`src/sv/ilcr_pkg.sv`:
```
// Shared types and constants for the IRQ least-count core router.
`timescale 1ns / 1ps

package ilcr_pkg;

	localparam int CNT_W  = 64;
	localparam int DIV_W  = 16;
	localparam int STEP_W = 6;
	localparam int CFG_AW = 2;
	localparam int CFG_DW = 16;
	localparam int ACT_W  = 5;

	localparam logic [CFG_AW-1:0] CFG_SYMMETRIC = 2'd0;
	localparam logic [CFG_AW-1:0] CFG_BALANCE   = 2'd1;
	localparam logic [CFG_AW-1:0] CFG_ACTIVE    = 2'd2;
	localparam logic [CFG_AW-1:0] CFG_DIVISOR   = 2'd3;

	localparam logic [ACT_W-1:0] ACTIVE_RESET  = 5'd1;
	localparam logic [DIV_W-1:0] DIVISOR_RESET = 16'd10;

	typedef enum logic {
		ALU_MOD,
		ALU_CMP
	} alu_op_t;

	typedef struct packed {
		alu_op_t          op;
		logic [DIV_W-1:0] rem;
		logic             in_bit;
		logic [DIV_W-1:0] divisor;
		logic [CNT_W-1:0] val;
		logic [CNT_W-1:0] cur_min;
	} alu_req_t;

	typedef struct packed {
		logic [DIV_W-1:0] rem_next;
		logic             lt;
		logic             near_top;
	} alu_res_t;

endpackage

```
`src/sv/ilcr_alu.sv`:
```
// Shared subtractor used for the serial remainder and the minimum search.
`timescale 1ns / 1ps

module ilcr_alu (
	input  ilcr_pkg::alu_req_t req,
	output ilcr_pkg::alu_res_t res
);

	logic [ilcr_pkg::CNT_W-1:0] op_a;
	logic [ilcr_pkg::CNT_W-1:0] op_b;
	logic [ilcr_pkg::CNT_W:0]   diff;
	logic [ilcr_pkg::DIV_W:0]   shifted;

	always_comb begin
		shifted = {req.rem, req.in_bit};
		case (req.op)
			ilcr_pkg::ALU_MOD: begin
				op_a = ilcr_pkg::CNT_W'(shifted);
				op_b = ilcr_pkg::CNT_W'(req.divisor);
			end
			ilcr_pkg::ALU_CMP: begin
				op_a = req.val;
				op_b = req.cur_min;
			end
			default: begin
				op_a = req.val;
				op_b = req.cur_min;
			end
		endcase
		diff = {1'b0, op_a} - {1'b0, op_b};
		res.lt = diff[ilcr_pkg::CNT_W];
		res.rem_next = diff[ilcr_pkg::CNT_W] ? shifted[ilcr_pkg::DIV_W-1:0]
			: diff[ilcr_pkg::DIV_W-1:0];
		res.near_top = &req.val[ilcr_pkg::CNT_W-1:1];
	end

endmodule

```
`config.mk`:
```
export PLATFORM = sky130hd
export DESIGN_NAME = ilcr_alu
export DESIGN_NICKNAME = d
export VERILOG_FILES = /design/src/sv/ilcr_pkg.sv /design/src/sv/ilcr_alu.sv
export SDC_FILE = /design/constraint.sdc
export NUM_CORES = 1
export LEC_CHECK = 0
export ABC_AREA = 1
export BUFFER_PORTS_ARGS = -buffer_cell sky130_fd_sc_hd__buf_2
export CAP_MARGIN = 20
export CORE_ASPECT_RATIO = 0.5
export CORE_MARGIN = 5
export CORE_UTILIZATION = 25
export DETAILED_ROUTE_END_ITERATION = 10
export GPL_TIMING_DRIVEN = 0
export SYNTH_ARGS = -nofsm -noshare
export SYNTH_HDL_FRONTEND = slang
export SYNTH_SLANG_ARGS = --single-unit
```
`constraint.sdc`:
```
create_clock -name vclk -period 2.5
set_input_delay 0.125 -clock vclk [all_inputs]
set_output_delay 0.125 -clock vclk [all_outputs]
set_load 0.03 [all_outputs]
```
; ---- After elaboration in Yosys (flattened, before gate mapping)
; Cells that the tools add are included.
[word_totals]
ff_bits = 0
inputBits = 162
output_inout_bits = 18
wordCells = 6
[classes]
addsub = 1
mux = 3
bitwise_logic = 1
n_reduce_logical = 1
[op_table]
columns = cell, n
row1 = $pmux W64 S2, 2
row2 = $sub A64 B64 Y65, 1
row3 = $reduce_and A63 Y1, 1
row4 = $mux W16, 1
row5 = $not A1 Y1, 1

; ---- Logic depth before layout (Yosys ltp)
; Gate-level depths: netlist of run 1.
[logic_depth]
ltp_word = 4
ltp_mapped = 20
mapped_depth_nobuf = 18

; ---- Least setup slack after synthesis of run 1
; OpenSTA, ideal clock, no wires.
[synth_timing]
path_type = input -> output
from = input req[161] in the netlist's numbering
to = output res[13] in the netlist's numbering
arrival_time_ps = 2626
t_required_ps = 2375
slack_ps = -251
path_stages = 19
n_path_buf = 3
cell_sequence = clkbuf_1 clkbuf_1 mux2_2 ha_1 fa_1 inv_1 nand2_1 nand2_1 nand3_1 nand2_2 nand2_1 nand2_1 nand2_1 nand2_2 nand2_4 nand2_8 buf_12 nand2_2 nand2_1
[synth_rtl]
columns = element, line_no
row1 = from (decl), ilcr_alu.sv:5  ; input ilcr_pkg::alu_req_t req,
row2 = to (decl), ilcr_alu.sv:6  ; output ilcr_pkg::alu_res_t res

==> results of run 1 <==
-- cell usage in the layout, fill, tap and decap left out, drive strengths merged --
master,instances
mux2i,15
nor3,3
nand4,17
xor2,8
mux2,16
clkbuf,3
a21oi,28
diode,1
a21o,8
buf,210
xnor2,2
or2,1
nand2,247
nor4,4
o21bai,3
inv,91
nand3,33
fa,1
nor2,33
and2,1
o21ai,6
ha,64
-- cell usage after synthesis (all sizes together) --
library cell / n / area (µm²)
nand2: 247 / 998
inv: 91 / 342
ha: 64 / 801
nand3: 33 / 165
nor2: 33 / 124
a21oi: 28 / 151
nand4: 17 / 106
mux2: 16 / 180
mux2i: 15 / 150
clkbuf: 13 / 48.8
a21o: 8 / 60.1
xor2: 8 / 70.1
o21ai: 6 / 30.0
buf: 5 / 45.0
nor4: 4 / 25.0
nor3: 3 / 20.0
o21bai: 3 / 22.5
xnor2: 2 / 17.5
and2: 1 / 6.26
fa: 1 / 20.0
or2: 1 / 6.26
-- metrics by stage --
| step | hold WS [ps] | total power, µW |
|---|---|---|
| 4_1_cts | 608 | 1470 |
| 5_1_grt | 628 | 1740 |
| 2_1_floorplan | 444 | 829 |
| 3_5_place_dp | 640 | 1200 |
| 6_report | 612 | 1590 |
| 3_3_place_gp | 640 | 1180 |
-- timing repair --
| action | 4_1_cts | 5_1_grt |
|---|---|---|
| setup endpoints to repair | 17 | 17 |
| pin swaps | 16 | 24 |
| buffers inserted | 11 | 3 |
| gates cloned | 2 | 0 |
| endpoints found under the hold margin | 0 | 0 |
| resized for setup | 123 | 71 |
-- metal layers --
layer / vias up / global-route usage / routed length (µm)
met5: - / 0 / 0
met2: 86 / 0.294 / 6840
met3: 25 / 0.00408 / 342
met4: 0 / 0.0346 / 402
met1: 2003 / 0.169 / 5330
li1: 2310 / - / -
-- path summary, 6_finish.rpt --
check     end  cells after the start      from  slack, ps
min    res[4]                      4  req[146]        610
max    res[7]                     21  req[161]        -30
-- cells by family (layout without fill, tap and decap cells) --
kind of cell | count (synthesis) | count (layout) | share of synthesized area
mux | 31 | 31 | 0.0975
fa+ha+maj | 65 | 65 | 0.242
other cells | 0 | 1 | 0
simple gates | 339 | 339 | 0.428
xor+xnor | 10 | 10 | 0.0258
buf+inv | 109 | 304 | 0.128
compound gates | 45 | 45 | 0.0779
-- power by group --
part / leakage (µW) / internal, µW / switching (µW)
registers: 0 / 0 / 0
clock network: 0.00000000634 / 0.0000535 / 0
logic: 0.00326 / 731 / 861
-- final cells by class --
cell class,instances,share of cell area
diodes,1,0.000450
plain buffers,18,0.0385
inverters,91,0.0614
multi-input cells,490,0.642
well taps,176,0.0396
repair buffers,195,0.218
-- tightest hold or removal path, delay by kind of cell --
kind | cells | cell delay, ps
simple gates | 2 | 160
buf+inv | 2 | 210
==> run_results.csv, run 1 <==
group,metric,value,unit
critical_path,path_class,"in -> out",
sta,finalSetupViolations,6,
final_layout,multi_input_area,3570,µm²
outcome,violations,"negative setup slack",
critical_path,worst-path-buf-inv,6,
critical_path,cp.required,2380,ps
critical_path,crit_chain,"buf_8, buf_8, mux2_4, ha_4, fa_2, inv_2, nand2_2, nand2_2, nand3_2, nand2_2, nand2_2, nand2_2, nand2_2, nand2_2, nand2_4, nand2_8, buf_12, buf_12, nand2_4, nand2_2, buf_6",
hold_path,hold_class,"in -> out",
final_layout,design_area,5560,µm²
critical_path,max_stage_delay,340,ps
final_layout,clkbuf_count,0,
sta,setup_ws,-31.6,ps
final_layout,area_delta_synth_final,64.2,%
power_and_ir_drop,pwr_density_cell,286,nW/µm²
sta,worst_pin_slew,469,ps
drt,viasPerCell,4.56,
sta,period_needed,2530,ps
flow_run,max_cap_violations,0,
place,hpwl,10900,µm
global_route,grt_pass1_wl,19700,µm
global_route,grt_pass1_vias,4368,
place,port-buffer-count,179,
sta,min_period_over_period,1.01,
power_and_ir_drop,peakVddDrop,0.0896,mV
critical_path,crit_path_max_fanout,5,
critical_path,start_kind,"input port",
die,die_w,175,µm
critical_path,crit_family,"simple AND/OR/NAND/NOR gates",
drt,drt_wl_total,12900,µm
yosys,syn_nets,826,
place,gp_congestion,0.906,
final_layout,utilization,0.415,
global_route,grt-ovfl-total,0,
final_layout,drive_gt1_frac,0.418,
die,std_cell_rows,30,
sta,slew_viol_final,0,
sta,rsz0062_at_grt,"yes",
final_layout,nets,1023,
clocking,cts_hold_buf,0,
yosys,yosysWarnings,0,
drt,vias,4424,
drt,first_iter_violations,128,
sta,max_freq,395,MHz
power_and_ir_drop,power.leakage,0.00326,µW
critical_path,cp-end-kind,"output pin",
yosys,avgSynthCellArea,5.66,µm²
final_layout,regArea,0,µm²
die,dieArea,16100,µm²
sta,hold_viol_final,0,
sta,slew-limit-headroom,0.684,
global_route,grt_max_degree,11,
final_layout,instances_no_fill,971,
final_layout,nFillCells,1384,
place,post-place-ws,-839,ps
yosys,ys_seq_area_frac,0,
yosys,synth_cells,599,
global_route,grt_util_all_layers,0.145,
place,dp_cells,954,
drt,drtAntennaViolNets,0,
die,coreArea,13400,µm²
critical_path,crit_path_frequent_cell,"nand2_2",
die,initial_utilization,0.253,
drt,first_pass_iters,5,
critical_path,crit_arrival,2410,ps
place,placed_cell_area,4560,µm²
drt,drc,0,
critical_path,cp_slowest_cell,"fa_2",
global_route,antenna_found_initial,1,
yosys,ys_types,30,
die,boundaryPins,180,
outcome,outcome,"finished, violations left",
drt,wl_per_cell,13.3,µm
sta,fin_tns_setup,-109,ps
die,dieHeight,92.3,µm
yosys,synthesis.area,3390,µm²
final_layout,seq_cells,0,
Power figures use the tool's default switching activity.
==> inputs of run 2 (changes only) <==
--- a/config.mk
+++ b/config.mk
@@ -13,6 +13,7 @@
 export CORE_UTILIZATION = 25
 export DETAILED_ROUTE_END_ITERATION = 10
 export GPL_TIMING_DRIVEN = 0
+export SKIP_LAST_GASP = 1
 export SYNTH_ARGS = -nofsm -noshare
 export SYNTH_HDL_FRONTEND = slang
 export SYNTH_SLANG_ARGS = --single-unit
==> run 2 against run 1 <==
The flow still finishes with violations (negative setup slack). First-iteration DRC count stayed put. Combinational power hardly changed. Worst setup slack stayed put. Sequential share of layout area stayed put. Core utilization hardly changed. Via count hardly changed. Sequential cell count stayed put. Die area stayed put. Non-clock buffer count stayed put. Design area hardly changed. Hold slack stayed put. Largest cell class unchanged. Largest power group unchanged.
==> run_results.csv, run 2 (synthesis gave the netlist of run 1 again) <==
group,metric,value,unit
place,placed_cell_area,4560,µm²
power_and_ir_drop,pwr_density_cell,286,nW/µm²
drt,wl_per_cell,13.3,µm
final_layout,final_cell_mix,"nand2_1, buf_2, inv_1",
power_and_ir_drop,peakVddDrop,0.0896,mV
critical_path,cp-end-kind,"output pin",
global_route,grt_pass1_vias,4368,
die,std_cell_rows,30,
hold_path,hold_class,"in -> out",
die,die_w,175,µm
final_layout,regArea,0,µm²
die,coreArea,13400,µm²
place,hpwl,10900,µm
sta,finalSetupViolations,6,
global_route,grt-ovfl-total,0,
drt,drc,0,
die,boundaryPins,180,
critical_path,worst-path-buf-inv,6,
final_layout,design_area,5560,µm²
sta,worst_pin_slew,469,ps
critical_path,crit_path_max_fanout,5,
clocking,cts_hold_buf,0,
global_route,grt_pass1_wl,19700,µm
final_layout,nFillCells,1385,
final_layout,seq_cells,0,
sta,hold_viol_final,0,
critical_path,max_stage_delay,340,ps
final_layout,drive_gt1_frac,0.418,
outcome,outcome,"finished, violations left",
global_route,grt_util_all_layers,0.145,
final_layout,layout_commonest_cell,"nand2_1",
critical_path,crit_family,"simple AND/OR/NAND/NOR gates",
drt,viasPerCell,4.55,
drt,drtAntennaViolNets,0,
die,dieArea,16100,µm²
power_and_ir_drop,power.leakage,0.00326,µW
drt,first_iter_violations,128,
global_route,antenna_found_initial,1,
sta,slew_viol_final,0,
critical_path,start_kind,"input port",
critical_path,crit_arrival,2410,ps
final_layout,area_delta_synth_final,64.1,%
sta,period_needed,2530,ps
drt,first_pass_iters,4,
sta,slew-limit-headroom,0.684,
sta,min_period_over_period,1.01,
flow_run,max_cap_violations,0,
die,dieHeight,92.3,µm
drt,drt_wl_total,12900,µm
place,dp_cells,954,
final_layout,instances_no_fill,971,
outcome,violations,"negative setup slack",
place,post-place-ws,-839,ps
critical_path,crit_path_frequent_cell,"nand2_2",
final_layout,nets,1023,
sta,max_freq,395,MHz
drt,vias,4421,
final_layout,clkbuf_count,0,
place,gp_congestion,0.906,
critical_path,crit_chain,"buf_8, buf_8, mux2_4, ha_4, fa_2, inv_2, nand2_2, nand2_2, nand3_2, nand2_2, nand2_2, nand2_2, nand2_2, nand2_2, nand2_4, nand2_8, buf_12, buf_12, nand2_4, nand2_2, buf_6",
sta,setup_ws,-31.6,ps
die,initial_utilization,0.253,
final_layout,utilization,0.415,
place,port-buffer-count,179,
sta,rsz0062_at_grt,"yes",
critical_path,cp_slowest_cell,"fa_2",
global_route,grt_max_degree,11,
critical_path,cp.required,2380,ps
critical_path,path_class,"in -> out",
==> run 2: cell counts in the layout (fill, tap and decap cells not counted) <==
No cell type changed its count.
==> run 2: final timing paths <==
check                 startpoint      to  slack, ps  depth (start not counted)
worst max-delay path    req[161]  res[7]        -30                         21
worst min-delay path    req[146]  res[4]        610                          4
==> run 2: tightest hold or removal path: stages <==
cell and delay, ps:
buf_2 90, nand3_1 80, nand2_2 80, buf_6 120
==> run 2: stage by stage <==
step	setup TNS, ps	hold slack [ps]	power, µW
2_1_floorplan	-24.2	444	829
3_3_place_gp	-12180	640	1180
3_5_place_dp	-12430	640	1200
4_1_cts	-1410	608	1470
5_1_grt	-1270	628	1740
6_report	-109	612	1590
==> run 2: final cells by class <==
type	instances	area (µm²)	area share
multi-input combinational	490	3570	0.643
timing repair buffer	195	1210	0.218
inverter	91	342	0.0614
tap	176	220	0.0396
buffer	18	214	0.0385
antenna	1	2.50	0.000450
==> run 2: what timing repair did <==
| item | CTS | global route |
|---|---|---|
| gates cloned | 2 | 0 |
| pin swaps | 16 | 24 |
| buffers inserted | 11 | 3 |
| endpoints found under the setup margin | 17 | 17 |
| resized for setup | 122 | 71 |
==> run 2: report_power, final <==
group / internal (µW) / switching, µW
logic: 729 / 861
registers: 0 / 0
clock network: 0.0000535 / 0
total: 729 / 861
==> run 2: layer usage <==
| metal | share of wire | up-vias | track usage |
|---|---|---|---|
| li1 | - | 2310 | - |
| met1 | 0.41 | 2001 | 0.169 |
| met2 | 0.53 | 85 | 0.294 |
| met3 | 0.026 | 25 | 0.00408 |
| met4 | 0.031 | 0 | 0.0346 |
| met5 | 0 | - | 0 |
